==> config.mk <==
export PLATFORM = sky130hd
export DESIGN_NAME = rit_front
export DESIGN_NICKNAME = d
export VERILOG_FILES = /design/src/rit_pkg.sv /design/src/rit_front.sv
export SDC_FILE = /design/constraint.sdc
export NUM_CORES = 1
export LEC_CHECK = 0
export BUFFER_PORTS_ARGS = -buffer_cell sky130_fd_sc_hd__buf_2
export CORE_MARGIN = 4
export CORE_UTILIZATION = 57
export DETAILED_ROUTE_END_ITERATION = 6
export HOLD_SLACK_MARGIN = 0.1
export PLACE_DENSITY = 0.82
export SLEW_MARGIN = 20
export SYNTH_ARGS = -nofsm -noshare
export SYNTH_HDL_FRONTEND = slang
export SYNTH_SLANG_ARGS = --single-unit
==> constraint.sdc <==
create_clock -name clk -period 5 [get_ports clk]
set_clock_uncertainty 0.1 [all_clocks]
set_input_delay 1 -clock clk [delete_from_list [all_inputs] [get_ports clk]]
set_output_delay 1 -clock clk [all_outputs]
set_load 0.05 [all_outputs]
==> src/rit_pkg.sv <==
// shared types, constants and helpers of the romberg integration tableau
package rit_pkg;

	localparam int unsigned SAMPLE_W = 32;
	localparam int unsigned EST_W    = 32;
	localparam int unsigned SUM_W    = 48;
	localparam int unsigned WIDTH_W  = 31;
	localparam int unsigned IDX_W    = 4;
	localparam int unsigned TDATA_W  = 40;

	// configuration register indexes
	localparam logic REG_INTERVAL_WIDTH = 1'b0;
	localparam logic REG_LEVEL_COUNT    = 1'b1;

	// one finished level handed from the front to the back
	typedef struct packed {
		logic signed [SUM_W-1:0]   sum;
		logic [WIDTH_W-1:0]        step;
		logic [IDX_W-1:0]          level;
		logic                      done;
	} rit_job_t;

	// q0.32 reciprocal of 4^j-1, rounded to nearest
	function automatic logic [30:0] recip_q32(input logic [IDX_W-1:0] j);
		logic [30:0] r;
		unique case (j)
			4'd1:    r = 31'd1431655765;
			4'd2:    r = 31'd286331153;
			4'd3:    r = 31'd68174084;
			4'd4:    r = 31'd16843009;
			4'd5:    r = 31'd4198404;
			4'd6:    r = 31'd1048832;
			4'd7:    r = 31'd262160;
			4'd8:    r = 31'd65537;
			4'd9:    r = 31'd16384;
			4'd10:   r = 31'd4096;
			4'd11:   r = 31'd1024;
			4'd12:   r = 31'd256;
			default: r = 31'd0;
		endcase
		return r;
	endfunction

	// clamp to the signed 32-bit range
	function automatic logic signed [EST_W-1:0] sat32(input logic signed [63:0] v);
		logic signed [EST_W-1:0] r;
		if (v > 64'sd2147483647)
			r = 32'sh7FFFFFFF;
		else if (v < -64'sd2147483648)
			r = 32'sh80000000;
		else
			r = v[EST_W-1:0];
		return r;
	endfunction

endpackage

==> src/rit_front.sv <==
// front end: configuration registers, sample accumulation and level detection
module rit_front
	import rit_pkg::*;
#(
	parameter int unsigned MAX_LEVELS = 8
) (
	input  logic                       clk,
	input  logic                       arst_n,
	input  logic                       cfg_valid,
	input  logic                       cfg_index,
	input  logic [WIDTH_W-1:0]         cfg_data,
	input  logic                       sample_valid,
	input  logic signed [SAMPLE_W-1:0] sample,
	input  logic                       queue_full,
	output logic                       sample_ready,
	output logic                       push,
	output rit_job_t                   push_job
);

	localparam int unsigned CW = MAX_LEVELS;

	logic [WIDTH_W-1:0]      interval_width_q;
	logic [IDX_W-1:0]        level_count_q;
	logic [WIDTH_W-1:0]      step_q;
	logic signed [SUM_W-1:0] sum_q;
	logic [IDX_W-1:0]        level_q;
	logic [CW-1:0]           cnt_q;

	logic                    accept;
	logic signed [SUM_W-1:0] sum_next;
	logic [CW-1:0]           cnt_next;
	logic [CW-1:0]           target;
	logic [IDX_W-1:0]        levels_eff;
	logic                    level_end;
	logic                    run_done;

	assign sample_ready = !queue_full;
	assign accept       = sample_valid && sample_ready;
	assign sum_next     = sum_q + SUM_W'(sample);
	assign cnt_next     = cnt_q + CW'(1);
	assign target       = CW'(1) << (level_q - IDX_W'(1));

	// effective level count, clamped to one and to the maximum
	always_comb begin
		if (level_count_q == '0)
			levels_eff = IDX_W'(1);
		else if (level_count_q > IDX_W'(MAX_LEVELS))
			levels_eff = IDX_W'(MAX_LEVELS);
		else
			levels_eff = level_count_q;
	end

	// level completion and the request to the back end
	always_comb begin
		level_end = 1'b0;
		if (level_q == '0)
			level_end = (cnt_q != '0);
		else
			level_end = (cnt_next == target);
		run_done      = (level_q != '0) && (level_q >= levels_eff);
		push          = accept && level_end;
		push_job.sum  = sum_next;
		push_job.step = step_q;
		push_job.level = level_q;
		push_job.done = run_done;
	end

	// configuration registers
	always_ff @(posedge clk or negedge arst_n) begin
		if (!arst_n) begin
			interval_width_q <= WIDTH_W'(65536);
			level_count_q    <= IDX_W'(8);
		end else if (cfg_valid) begin
			if (cfg_index == REG_INTERVAL_WIDTH)
				interval_width_q <= cfg_data;
			else if (cfg_index == REG_LEVEL_COUNT)
				level_count_q <= cfg_data[IDX_W-1:0];
		end
	end

	// accumulation state
	always_ff @(posedge clk or negedge arst_n) begin
		if (!arst_n) begin
			step_q  <= '0;
			sum_q   <= '0;
			level_q <= '0;
			cnt_q   <= '0;
		end else if (accept) begin
			if (level_q == '0 && cnt_q == '0) begin
				step_q <= interval_width_q;
				sum_q  <= SUM_W'(sample);
				cnt_q  <= CW'(1);
			end else if (level_end) begin
				sum_q   <= '0;
				cnt_q   <= '0;
				level_q <= run_done ? '0 : level_q + IDX_W'(1);
			end else begin
				sum_q <= sum_next;
				cnt_q <= cnt_next;
			end
		end
	end

endmodule

==> out/qor.csv <==
metric,value,unit
outcome,"finished, final reports clean",
cts_root_buf,clkbuf_16,
gp_congestion,0.932,
yosys.area.top_type_share,37.0,%
die_w,129,um
start_util,58.0,%
clock_path_buffers,2,
muxShareOfSynthArea,8.86,%
syn_area,8390,um^2
synth_top_family_by_area,compound AO/OA/AOI/OAI gates,
hold_path.class,reg2reg,
setup-violations-final,0,
design.portCount,155,
ys_top_cells_by_area,"dfrtp_1 (37%), mux2_2 (8.9%), ha_1 (8.8%)",
synth_ff_type,dfrtp_1,
crit_required,3900,ps
max_freq,0.207,GHz
drive_gt1_share,29.6,%
clk_latency,420,ps
drt-initial-drc-count,658,
design_area,10000,um^2
ys_async_sr_fraction,100,%
grt_pass1_vias,7541,
avgSynthCellArea,9.46,um^2
yosysMostFrequentCell,dfrtp_1,
ant_nets,0,
cts_tree,done,
maxSlewViolCount,0,
area_growth,19.7,%
synth_simple_gate_area_share,14.3,%
final.min_clock_period,4830,ps
cts.sinks,126,
regToRegSetupSlack,1230,ps
hpwl,16300,um
syn_inst,887,
synthAdderAreaFrac,9.04,%
yosysUniqueCellTypes,67,
critPathMaxFanout,5,
netlist_top_cells_count,"dfrtp_1 (124), nor2_1 (104), mux2_2 (66)",
worstSetupEndpoint,push_job[74],
r2r-start,level_q[0]$_DFFE_PN0P_,
nFillCells,1154,
grt_pass1_wl,36800,um
r2r_cells,12,
synth_xor_area_share,5.49,%
via_per_inst,6.10,
multi_input_area,4990,um^2
critPathLaunchType,input port,
path_class,in2out,
globalRouteTotalUtil,27.5,%
post_drt_wl_per_cell,18.4,um
placed_area,9400,um^2
nets,1165,
final-seq-area,3160,um^2
grt_max_degree,76,
num_vias,7539,
cts_buffers,17,
antenna_found_initial,1,
ys_ff_latch,126,
yosysSeqAreaShare,37.6,%
route.detailed.drc,0,
dr.pass1.iters,5,
clk_pin_slew_worst_paths,60,ps
core-area,14500,um^2
maxSlewHeadroom,35.5,%
worstSetupStartpoint,sample[0],
synth_compound_area_share,21.0,%
std_cell_rows,44,
worst_setup_path_end_kind,output port,
die-area,16700,um^2
maxCapViolations,0,
yosys.area.top_type,dfrtp_1,
htree_levels,4,
arrival,3730,ps
cts_hold_buf,0,
synth.net_count,1016,
worst_pin_slew,968,ps
io_buffer_count,154,
synth-edff-count,0,
wirelength,22700,um
fin_crit_sh,96.6,%
yosys_warnings,0,
r2r_end,cnt_q[2]$_DFFE_PN0P_,
utilization,69.4,%
die_height,129,um
final_hold_viol_count,0,
overflow,0,
critical path, cell delays in order:
cell,delay (ps)
buf_2,110
ha_1,220
fa_2,350
a21o_1,190
a221oi_2,300
or4_1,180
a31oi_1,110
a221o_2,490
a21boi_2,180
o21ai_0,140
xor2_2,200
clkbuf_4,250
kinds of logic (layout without fill, tap and decap cells):
| logic type | Yosys count | after routing |
|---|---|---|
| AOI/OAI and AO/OA | 256 | 256 |
| xor gates and xnor gates | 51 | 51 |
| adders and majority gates | 60 | 60 |
| buffers and inverters | 75 | 237 |
| DFF | 126 | 126 |
| muxes | 66 | 66 |
| other | 0 | 2 |
| and+or+nand+nor | 253 | 253 |
cells in the final DEF, fill, tap and decap left out, types with 4 or more instances in the layout:
master     instances
nand2_1           60
inv_1             24
buf_4             29
o211ai_1           8
nand4_1           18
xor2_1            13
o21bai_1          12
buf_2            147
or2_2              6
nor2_1           104
clkbuf_4           5
or4_1              4
a21o_1            18
o21ai_0           44
and3_1             9
clkbuf_16         17
dfrtp_1          124
a31oi_1            7
mux2_2            66
a221oi_1          32
o31ai_1            5
nand2b_1           4
a211oi_1           8
o21a_1             7
inv_6              8
a221o_1           14
a21oi_1           64
xnor2_1           34
ha_1              59
nor3_1             9
nand3_1           10
layout make-up:
| type | instances | share of cell area (%) |
|---|---|---|
| multi-input combinational | 686 | 49.7 |
| sequential | 126 | 31.4 |
| timing repair buffer | 181 | 9.87 |
| clock buffer | 18 | 4.37 |
| tap | 184 | 2.29 |
| clock inverter | 14 | 1.43 |
| inverter | 24 | 0.897 |
| antenna | 2 | 0.0498 |
state kept, by name, indices dropped and copies added, names as in the netlist:
signal / count
sum_q: 48
step_q: 31
cnt_q: 8
level_q: 4
level_count_q: 4
interval_width_q: 31
how the worst min path moves through the flow:
| stage | from | to | slack, ps | cells after the start |
|---|---|---|---|---|
| global placement | interval_width_q[13]$_DFFE_PN0P_ | step_q[13]$_DFFE_PN0P_ | 380 | 1 |
| floorplan | sum_q[31]$_DFFE_PN0P_ | sum_q[31]$_DFFE_PN0P_ | 370 | 2 |
| global route | step_q[6]$_DFFE_PN0P_ | step_q[6]$_DFFE_PN0P_ | 410 | 1 |
| CTS | sum_q[31]$_DFFE_PN0P_ | sum_q[31]$_DFFE_PN0P_ | 400 | 2 |
| finish | step_q[15]$_DFFE_PN0P_ | step_q[15]$_DFFE_PN0P_ | 400 | 1 |
| detailed placement | sum_q[31]$_DFFE_PN0P_ | sum_q[31]$_DFFE_PN0P_ | 390 | 2 |
layer usage:
| layer | global-route usage (%) | part of all wire (%) | up-vias |
|---|---|---|---|
| met4 | 10.1 | 2.9 | 0 |
| met3 | 5.61 | 6.3 | 51 |
| met1 | 36.3 | 43 | 3641 |
| met5 | 0 | 0 | - |
| li1 | - | - | 3583 |
| met2 | 45.0 | 48 | 264 |
stage by stage:
stage          instances  setup TNS [ps]  worst slack [ps]  hold slack [ps]
2_1_floorplan        887               0              90.2              365
3_3_place_gp        1199           -23.6             -23.6              382
3_5_place_dp        1199            -129             -92.1              386
4_1_cts             1231               0              1.04              401
5_1_grt             1234           -2.93             -2.93              413
6_report            1235               0               170              399
what timing repair did:
item	4_1_cts	5_1_grt
setup buffers	0	2
resized for setup	1	13
pin swaps	0	5
setup endpoints to repair	4	9
Power is not shown: default switching activity piles up to over one toggle a cycle in this logic, so the estimate is an artifact.
