===== src/rit_pkg.sv =====
// shared types, constants and helpers of the romberg integration tableau
package rit_pkg;

	localparam int unsigned SAMPLE_W = 32;
	localparam int unsigned EST_W    = 32;
	localparam int unsigned SUM_W    = 48;
	localparam int unsigned WIDTH_W  = 31;
	localparam int unsigned IDX_W    = 4;
	localparam int unsigned TDATA_W  = 40;

	// configuration register indexes
	localparam logic REG_INTERVAL_WIDTH = 1'b0;
	localparam logic REG_LEVEL_COUNT    = 1'b1;

	// one finished level handed from the front to the back
	typedef struct packed {
		logic signed [SUM_W-1:0]   sum;
		logic [WIDTH_W-1:0]        step;
		logic [IDX_W-1:0]          level;
		logic                      done;
	} rit_job_t;

	// q0.32 reciprocal of 4^j-1, rounded to nearest
	function automatic logic [30:0] recip_q32(input logic [IDX_W-1:0] j);
		logic [30:0] r;
		unique case (j)
			4'd1:    r = 31'd1431655765;
			4'd2:    r = 31'd286331153;
			4'd3:    r = 31'd68174084;
			4'd4:    r = 31'd16843009;
			4'd5:    r = 31'd4198404;
			4'd6:    r = 31'd1048832;
			4'd7:    r = 31'd262160;
			4'd8:    r = 31'd65537;
			4'd9:    r = 31'd16384;
			4'd10:   r = 31'd4096;
			4'd11:   r = 31'd1024;
			4'd12:   r = 31'd256;
			default: r = 31'd0;
		endcase
		return r;
	endfunction

	// clamp to the signed 32-bit range
	function automatic logic signed [EST_W-1:0] sat32(input logic signed [63:0] v);
		logic signed [EST_W-1:0] r;
		if (v > 64'sd2147483647)
			r = 32'sh7FFFFFFF;
		else if (v < -64'sd2147483648)
			r = 32'sh80000000;
		else
			r = v[EST_W-1:0];
		return r;
	endfunction

endpackage


===== src/rit_queue.sv =====
// two-entry queue of finished levels between front and back
module rit_queue
	import rit_pkg::*;
(
	input  logic     clk,
	input  logic     arst_n,
	input  logic     push,
	input  rit_job_t push_job,
	input  logic     pop,
	output rit_job_t pop_job,
	output logic     full,
	output logic     empty
);

	rit_job_t   slot_q [2];
	logic       wr_q;
	logic       rd_q;
	logic [1:0] count_q;

	assign full    = (count_q == 2'd2);
	assign empty   = (count_q == 2'd0);
	assign pop_job = slot_q[rd_q];

	// storage
	always_ff @(posedge clk) begin
		if (push && !full)
			slot_q[wr_q] <= push_job;
	end

	// pointers and fill count
	always_ff @(posedge clk or negedge arst_n) begin
		if (!arst_n) begin
			wr_q    <= 1'b0;
			rd_q    <= 1'b0;
			count_q <= 2'd0;
		end else begin
			if (push && !full)
				wr_q <= !wr_q;
			if (pop && !empty)
				rd_q <= !rd_q;
			count_q <= count_q + 2'(push && !full) - 2'(pop && !empty);
		end
	end

endmodule


===== config.mk =====
export PLATFORM = sky130hd
export DESIGN_NAME = rit_queue
export DESIGN_NICKNAME = d
export VERILOG_FILES = /design/src/rit_pkg.sv /design/src/rit_queue.sv
export SDC_FILE = /design/constraint.sdc
export NUM_CORES = 1
export LEC_CHECK = 0
export BUFFER_PORTS_ARGS = -buffer_cell sky130_fd_sc_hd__buf_2
export CORE_MARGIN = 4
export CORE_UTILIZATION = 52
export CTS_CLUSTER_SIZE = 25
export DETAILED_ROUTE_END_ITERATION = 16
export GPL_TIMING_DRIVEN = 1
export PLACE_DENSITY_LB_ADDON = 0.05
export SETUP_SLACK_MARGIN = 0.5
export SLEW_MARGIN = 5
export SYNTH_ARGS = -nofsm -noshare
export SYNTH_HDL_FRONTEND = slang
export SYNTH_SLANG_ARGS = --single-unit
export TNS_END_PERCENT = 100

===== constraint.sdc =====
create_clock -name clk -period 5.8 [get_ports clk]
set_clock_uncertainty 0.2 [all_clocks]
set_input_delay 0.87 -clock clk [delete_from_list [all_inputs] [get_ports clk]]
set_output_delay 0.87 -clock clk [all_outputs]
set_load 0.03 [all_outputs]

==> results.ini, run 1 <==
[clocking]
cts_setup_buffers = 0
ctsResizeCount = 0
clock_path_buffers = 2
cts_hold_buf = 0
htree_num_levels = 4
cts_sinks = 172
cts_root_buffer = clkbuf_16
cts_made_buffers = 17
cts_tree = built
clk_pin_slew_worst_paths_ns = 0.06
clk_latency_ns = 0.41

[sta]
fin_ws_ns = 2.28
relSlewSlack = 0.249
rsz0062_at_grt = false
setup_violations = 0
final_max_slew_viol_count = 0
fin_crit_sh = 0.606
whs_ns = 0.0483
tightest_slew_ns = 1.13
period_needed_ns = 3.52
fmax_mhz = 284
tns_ns = 0
hold_viol = 0

[place]
post-dp-hpwl_um = 7310
gp_congestion = 0.732
dp_cells = 589
post-place-ws_ns = 2.67
place.port_buffers = 173

[synth]
syn_avg_cell_area_um2 = 22.5
synth_cell_types = 16
ys_warn_count = 0
synth_top_area_share = 0.805
seq_area_frac_synth = 0.821
synthMostInstantiatedCell = edfxtp_1
synth_seq_cells = 172
synth_commonest_cells = 168 x edfxtp_1, 50 x mux2_1, 34 x mux2_2
synthFlopType = edfxtp_1
async_flop_share = 0.0233
yosys.area.top_type = edfxtp_1
syn_inst = 279
ys_top_cells_by_area = edfxtp_1 80%, mux2_1 9.0%, mux2_2 6.1%
synth-edff-count = 168
synth_fp_nets = 369
synth_area_mm2 = 0.00627

[routing]
firstDrtPassIters = 4
via_per_inst = 5.05
drt_iter0_drc = 199
post_drt_wl_per_cell_um = 18.2
route.vias.total = 3139
post-route-drc-count = 0
drtAntennaViolNets = 0
routed_wl_um = 11300

[floorplan]
die_area_mm2 = 0.0139
core.rowCount = 39
die_x_um = 118
initial_core_util = 0.540
fp.dieH_um = 118
coreArea_mm2 = 0.0116
io-pin-count = 174

[critical_path]
critical_path_required_ns = 4.73
worstPathArrival_ns = 2.45
cp-start-kind = register
crit_fanout = 48
critical_path_class = reg -> out
cp-end-kind = output pin

[grt]
grt_use_total = 0.167
grt_pass1_vias = 3367
grt_pass1_wl_um = 17400
grt_max_degree = 85
overflow = 0
antenna_found_initial = 1

[power_and_ir_drop]
cellLeakagePower_nw = 2.95
powerDensity_mw_per_mm2 = 547
peakVddDrop_uv = 475

[cells_and_area]
fin_cells = 621
nets = 555
n_antenna_cell = 0
drive_gt1_frac = 0.494
area_growth_pct = 24.3
num-fill-cells = 824

[hold_path]
hp-class = in -> async

[job]
drv_cap = 0

[status]
outcome = completed

-- final timing paths --
check                            from  cells past startpoint       endpoint  slack (ns)
max in group asynchronous      arst_n                      1           rd_q        5.21
setup / recovery                 rd_q                      3    pop_job[55]        2.28
min in group clk           count_q[1]                      1     count_q[1]        0.31
hold / removal                 arst_n                      1     count_q[1]        0.05
setup reg to reg           count_q[1]                      3  slot_q[1][78]        3.44
hold reg to reg            count_q[1]                      1     count_q[1]        0.31
-- sequential cells by signal (all words and copies together), names as in the netlist --
register	count
slot_q	168
wr_q	1
rd_q	1
count_q	2
-- power breakdown --
part / switching [mW] / total, mW / internal (mW)
combinational: 0.973 / 1.44 / 0.463
sequential: 0.127 / 1.83 / 1.71
clock: 0.417 / 0.995 / 0.577
-- critical path: stages, from the launching register on --
cell	delay [ns]
dfrtp_4	0.85
buf_4	0.56
mux2_1	0.42
buf_2	0.20
-- per-layer routing --
metal | routed length [um] | global-route usage | vias up
li1 | - | - | 1476
met5 | 13 | 0 | -
met4 | 193 | 0.0725 | 2
met1 | 4640 | 0.196 | 1523
met3 | 957 | 0.0754 | 17
met2 | 5520 | 0.266 | 121
-- layout make-up --
| cell class | instances | area [um2] | share of cell area |
|---|---|---|---|
| sequential | 172 | 5150 | 0.661 |
| multi-input combinational | 96 | 1050 | 0.135 |
| timing repair buffer | 176 | 888 | 0.114 |
| clock buffer | 20 | 437 | 0.0561 |
| tap | 143 | 179 | 0.0230 |
| clock inverter | 12 | 80.1 | 0.0103 |
| inverter | 2 | 7.51 | 0.000964 |
-- per-stage QoR --
step,cell area [um2],total power [mW],utilization
floorplan,6270,2.93,-
global placement,7270,3.30,0.626
detailed placement,7270,3.32,0.626
CTS,7790,4.32,0.671
global route,7790,4.47,0.671
finish,7790,4.26,0.671
-- cell families after synthesis --
family / synth area share
muxes: 0.151
DFF: 0.821
xor gates and xnor gates: 0.00559
adders and majority gates: 0.00399
buffers and inverters: 0.0138
and+or+nand+nor: 0.00479
-- placed cells by master (no fill, tap or decap) --
cell,instances
buf_2,173
nand2b_1,1
nor2_4,1
nand2_1,1
xnor2_1,3
mux2_1,50
nor2b_1,1
clkinv_2,4
dfrtp_4,1
inv_1,2
bufinv_16,1
clkbuf_16,17
buf_4,3
mux2_2,34
clkinvlp_4,1
xor2_1,1
nor2_1,1
dfrtp_1,3
clkinv_1,6
and3_4,1
edfxtp_1,168
clkbuf_1,3
ha_1,2
(Power assumes the default switching activity.)
==> inputs of run 2 (changes only) <==
--- a/config.mk
+++ b/config.mk
@@ -7,7 +7,7 @@
 export LEC_CHECK = 0
 export BUFFER_PORTS_ARGS = -buffer_cell sky130_fd_sc_hd__buf_2
 export CORE_MARGIN = 4
-export CORE_UTILIZATION = 52
+export CORE_UTILIZATION = 47
 export CTS_CLUSTER_SIZE = 25
 export DETAILED_ROUTE_END_ITERATION = 16
 export GPL_TIMING_DRIVEN = 1
==> constraint.sdc (replaced) <==
create_clock -name clk -period 3.1 [get_ports clk]
set_clock_uncertainty 0.2 [all_clocks]
set_input_delay 0.465 -clock clk [delete_from_list [all_inputs] [get_ports clk]]
set_output_delay 0.465 -clock clk [all_outputs]
set_load 0.03 [all_outputs]
==> run 2 against run 1 <==
- global-route usage is 1.1 points lower
- clock-buffer cell count is 3 higher
- critical path depth stayed put
- die area is 9.9% higher
- cell area is 2.2% higher
- combinational power is 100% higher
- utilization is 5.0 points lower
- hold slack worse by 0.017 ns
- sequential power is 82% higher
- sequential cell count stayed put
- largest power group unchanged
- non-clock buffer count is 7 higher
==> results.ini, run 2 (synthesis results as in run 1) <==
[status]
outcome = completed

[place]
gp_congestion = 0.719  ; -1.8%
post-dp-hpwl_um = 7270  ; -0.55%
place.port_buffers = 173  ; unchanged
postPlaceCellArea_mm2 = 0.00736  ; +1.3%

[critical_path]
r2r-end = slot_q[1][9]
r2r_start = count_q[1]
critical_path_required_ns = 2.43  ; -2.30 ns
cp-end-kind = output pin
startpoint = rd_q
worstPathArrival_ns = 1.83  ; -0.62 ns
crit_chain = buf_12, mux2_2, buf_2
slowest_stage = dfrtp_4
crit_end = pop_job[1]
reg2reg_depth = 3  ; unchanged
cp-start-kind = register
crit_fanout = 35  ; -27%
r2r_setup_slack_ns = 1.08  ; -2.36 ns
critical_path_class = reg -> out
slowest_delay_ns = 0.57  ; -0.28 ns

[sta]
setup_violations = 0  ; unchanged
hold_viol = 0  ; unchanged
rsz0062_at_grt = false
relSlewSlack = 0.515  ; +0.266
fmax_mhz = 401
tightest_slew_ns = 0.727  ; -0.399 ns
final_max_slew_viol_count = 0  ; unchanged
tns_ns = 0  ; unchanged
whs_ns = 0.0313  ; -0.0170 ns
fin_crit_sh = 0.805
period_needed_ns = 2.49

[floorplan]
fp.dieH_um = 123  ; +4.8%
die_x_um = 123  ; +4.8%
initial_core_util = 0.489  ; -0.0510
coreArea_mm2 = 0.0128  ; +10%
die_area_mm2 = 0.0152  ; +9.9%
io-pin-count = 174  ; unchanged
core.rowCount = 41  ; +5.1%

[clocking]
cts_made_buffers = 17  ; unchanged
htree_num_levels = 4  ; unchanged
cts_sinks = 172  ; unchanged
cts_tree = built
clk_latency_ns = 0.41  ; about the same
cts_root_buffer = clkbuf_16
clk_pin_slew_worst_paths_ns = 0.06  ; about the same
clock_path_buffers = 2  ; unchanged

[hold_path]
whs_path_depth = 1
hp-class = in -> reg

[cells_and_area]
layout_commonest_cell = buf_2
drive_gt1_frac = 0.500  ; +0.00628
top_register = slot_q
area_growth_pct = 27.0
largest_reg_flops = 168  ; unchanged
nets = 562  ; +1.3%
top_regs = slot_q x168, count_q x2
fin_area_mm2 = 0.00796  ; +2.2%
finish.utilization = 0.620  ; -0.0502
final_cell_mix = 173 x buf_2, 168 x edfxtp_1, 50 x mux2_1

[power_and_ir_drop]
p_seq_frac = 0.407  ; -0.023
powerDensity_mw_per_mm2 = 1030  ; +88%
clockPowerShare = 0.238  ; +0.005
finalPower_mw = 8.19  ; +92%
swShare = 0.350  ; -0.00598
peakVddDrop_uv = 459  ; -3.3%
power_frac_comb = 0.355  ; +0.018
cellLeakagePower_nw = 3.00  ; +1.7%
internal-power_mw = 5.33  ; +94%
power.switching_mw = 2.87  ; +89%

[grt]
grt_max_degree = 55  ; -35%
overflow = 0  ; unchanged
grt_pass1_wl_um = 17100  ; -1.7%
antenna_found_initial = 0  ; -1
grt_pass1_vias = 3366  ; -0.030%
grt_use_total = 0.156  ; -0.0111

[routing]
post-route-drc-count = 0  ; unchanged
post_drt_wl_per_cell_um = 17.1  ; -6.1%
drtAntennaViolNets = 0  ; unchanged
routed_wl_um = 11300  ; -0.64%
route.vias.total = 3134  ; -0.16%
drt_iter0_drc = 181  ; -9.0%
via_per_inst = 4.77  ; -5.6%
firstDrtPassIters = 6  ; +2

[job]
drv_cap = 0  ; unchanged

==> run 2: worst min-delay path by stage <==
stage,to,slack [ns],startpoint
2_1_floorplan,count_q[0],-0.03,arst_n
3_3_place_gp,count_q[0],0.08,arst_n
3_5_place_dp,count_q[0],0.07,arst_n
4_1_cts,slot_q[0][15],0.01,push_job[15]
5_1_grt,slot_q[1][36],0.008,push_job[36]
6_report,slot_q[1][50],0.03,push_job[50]
==> run 2: per-layer routing <==
layer,GRT usage,share of wire,wire (um)
met3,0.0791,0.099,1120
met4,0.0561,0.014,162
met1,0.180,0.39,4360
met2,0.250,0.50,5620
met5,0,0,0
==> run 2: final cells by class <==
cell class | instances | area (um2)
Sequential cell | 172 | 5150
Fill cell | 1003 | 4870
Multi-Input combinational cell | 96 | 1050
Timing Repair Buffer | 183 | 992
Clock buffer | 23 | 448
Tap cell | 172 | 215
Clock inverter | 8 | 95.1
Inverter | 2 | 7.51
Antenna cell | 1 | 2.50
==> run 2: timing repair <==
action,4_1_cts,5_1_grt
hold buffers,1,0
hold endpoints to repair,4,0
endpoints found under the setup margin,47,0
gates resized for setup,0,0
buffers inserted,2,0
==> run 2: through the flow <==
stage / worst slack, ns / cells
after global routing: 0.537 / 656
final: 0.605 / 657
after CTS: 0.575 / 656
after floorplan: 0.613 / 279
after detailed placement: 0.737 / 622
after global placement: 0.736 / 622
==> run 2: critical path: cells and delay by family (launching register included) <==
kind / cells / cell delay, ns
flip-flops: 1 / 0.57
buffers and inverters: 2 / 0.44
multiplexers: 1 / 0.38
==> run 2: power by group through the flow <==
stage / registers, mW / logic, mW / clock network (mW)
CTS: 3.34 / 2.98 / 2.00
global placement: 3.43 / 2.82 / 0
global route: 3.38 / 3.12 / 2.14
detailed placement: 3.45 / 2.82 / 0
floorplan: 3.32 / 2.13 / 0
finish: 3.33 / 2.91 / 1.95
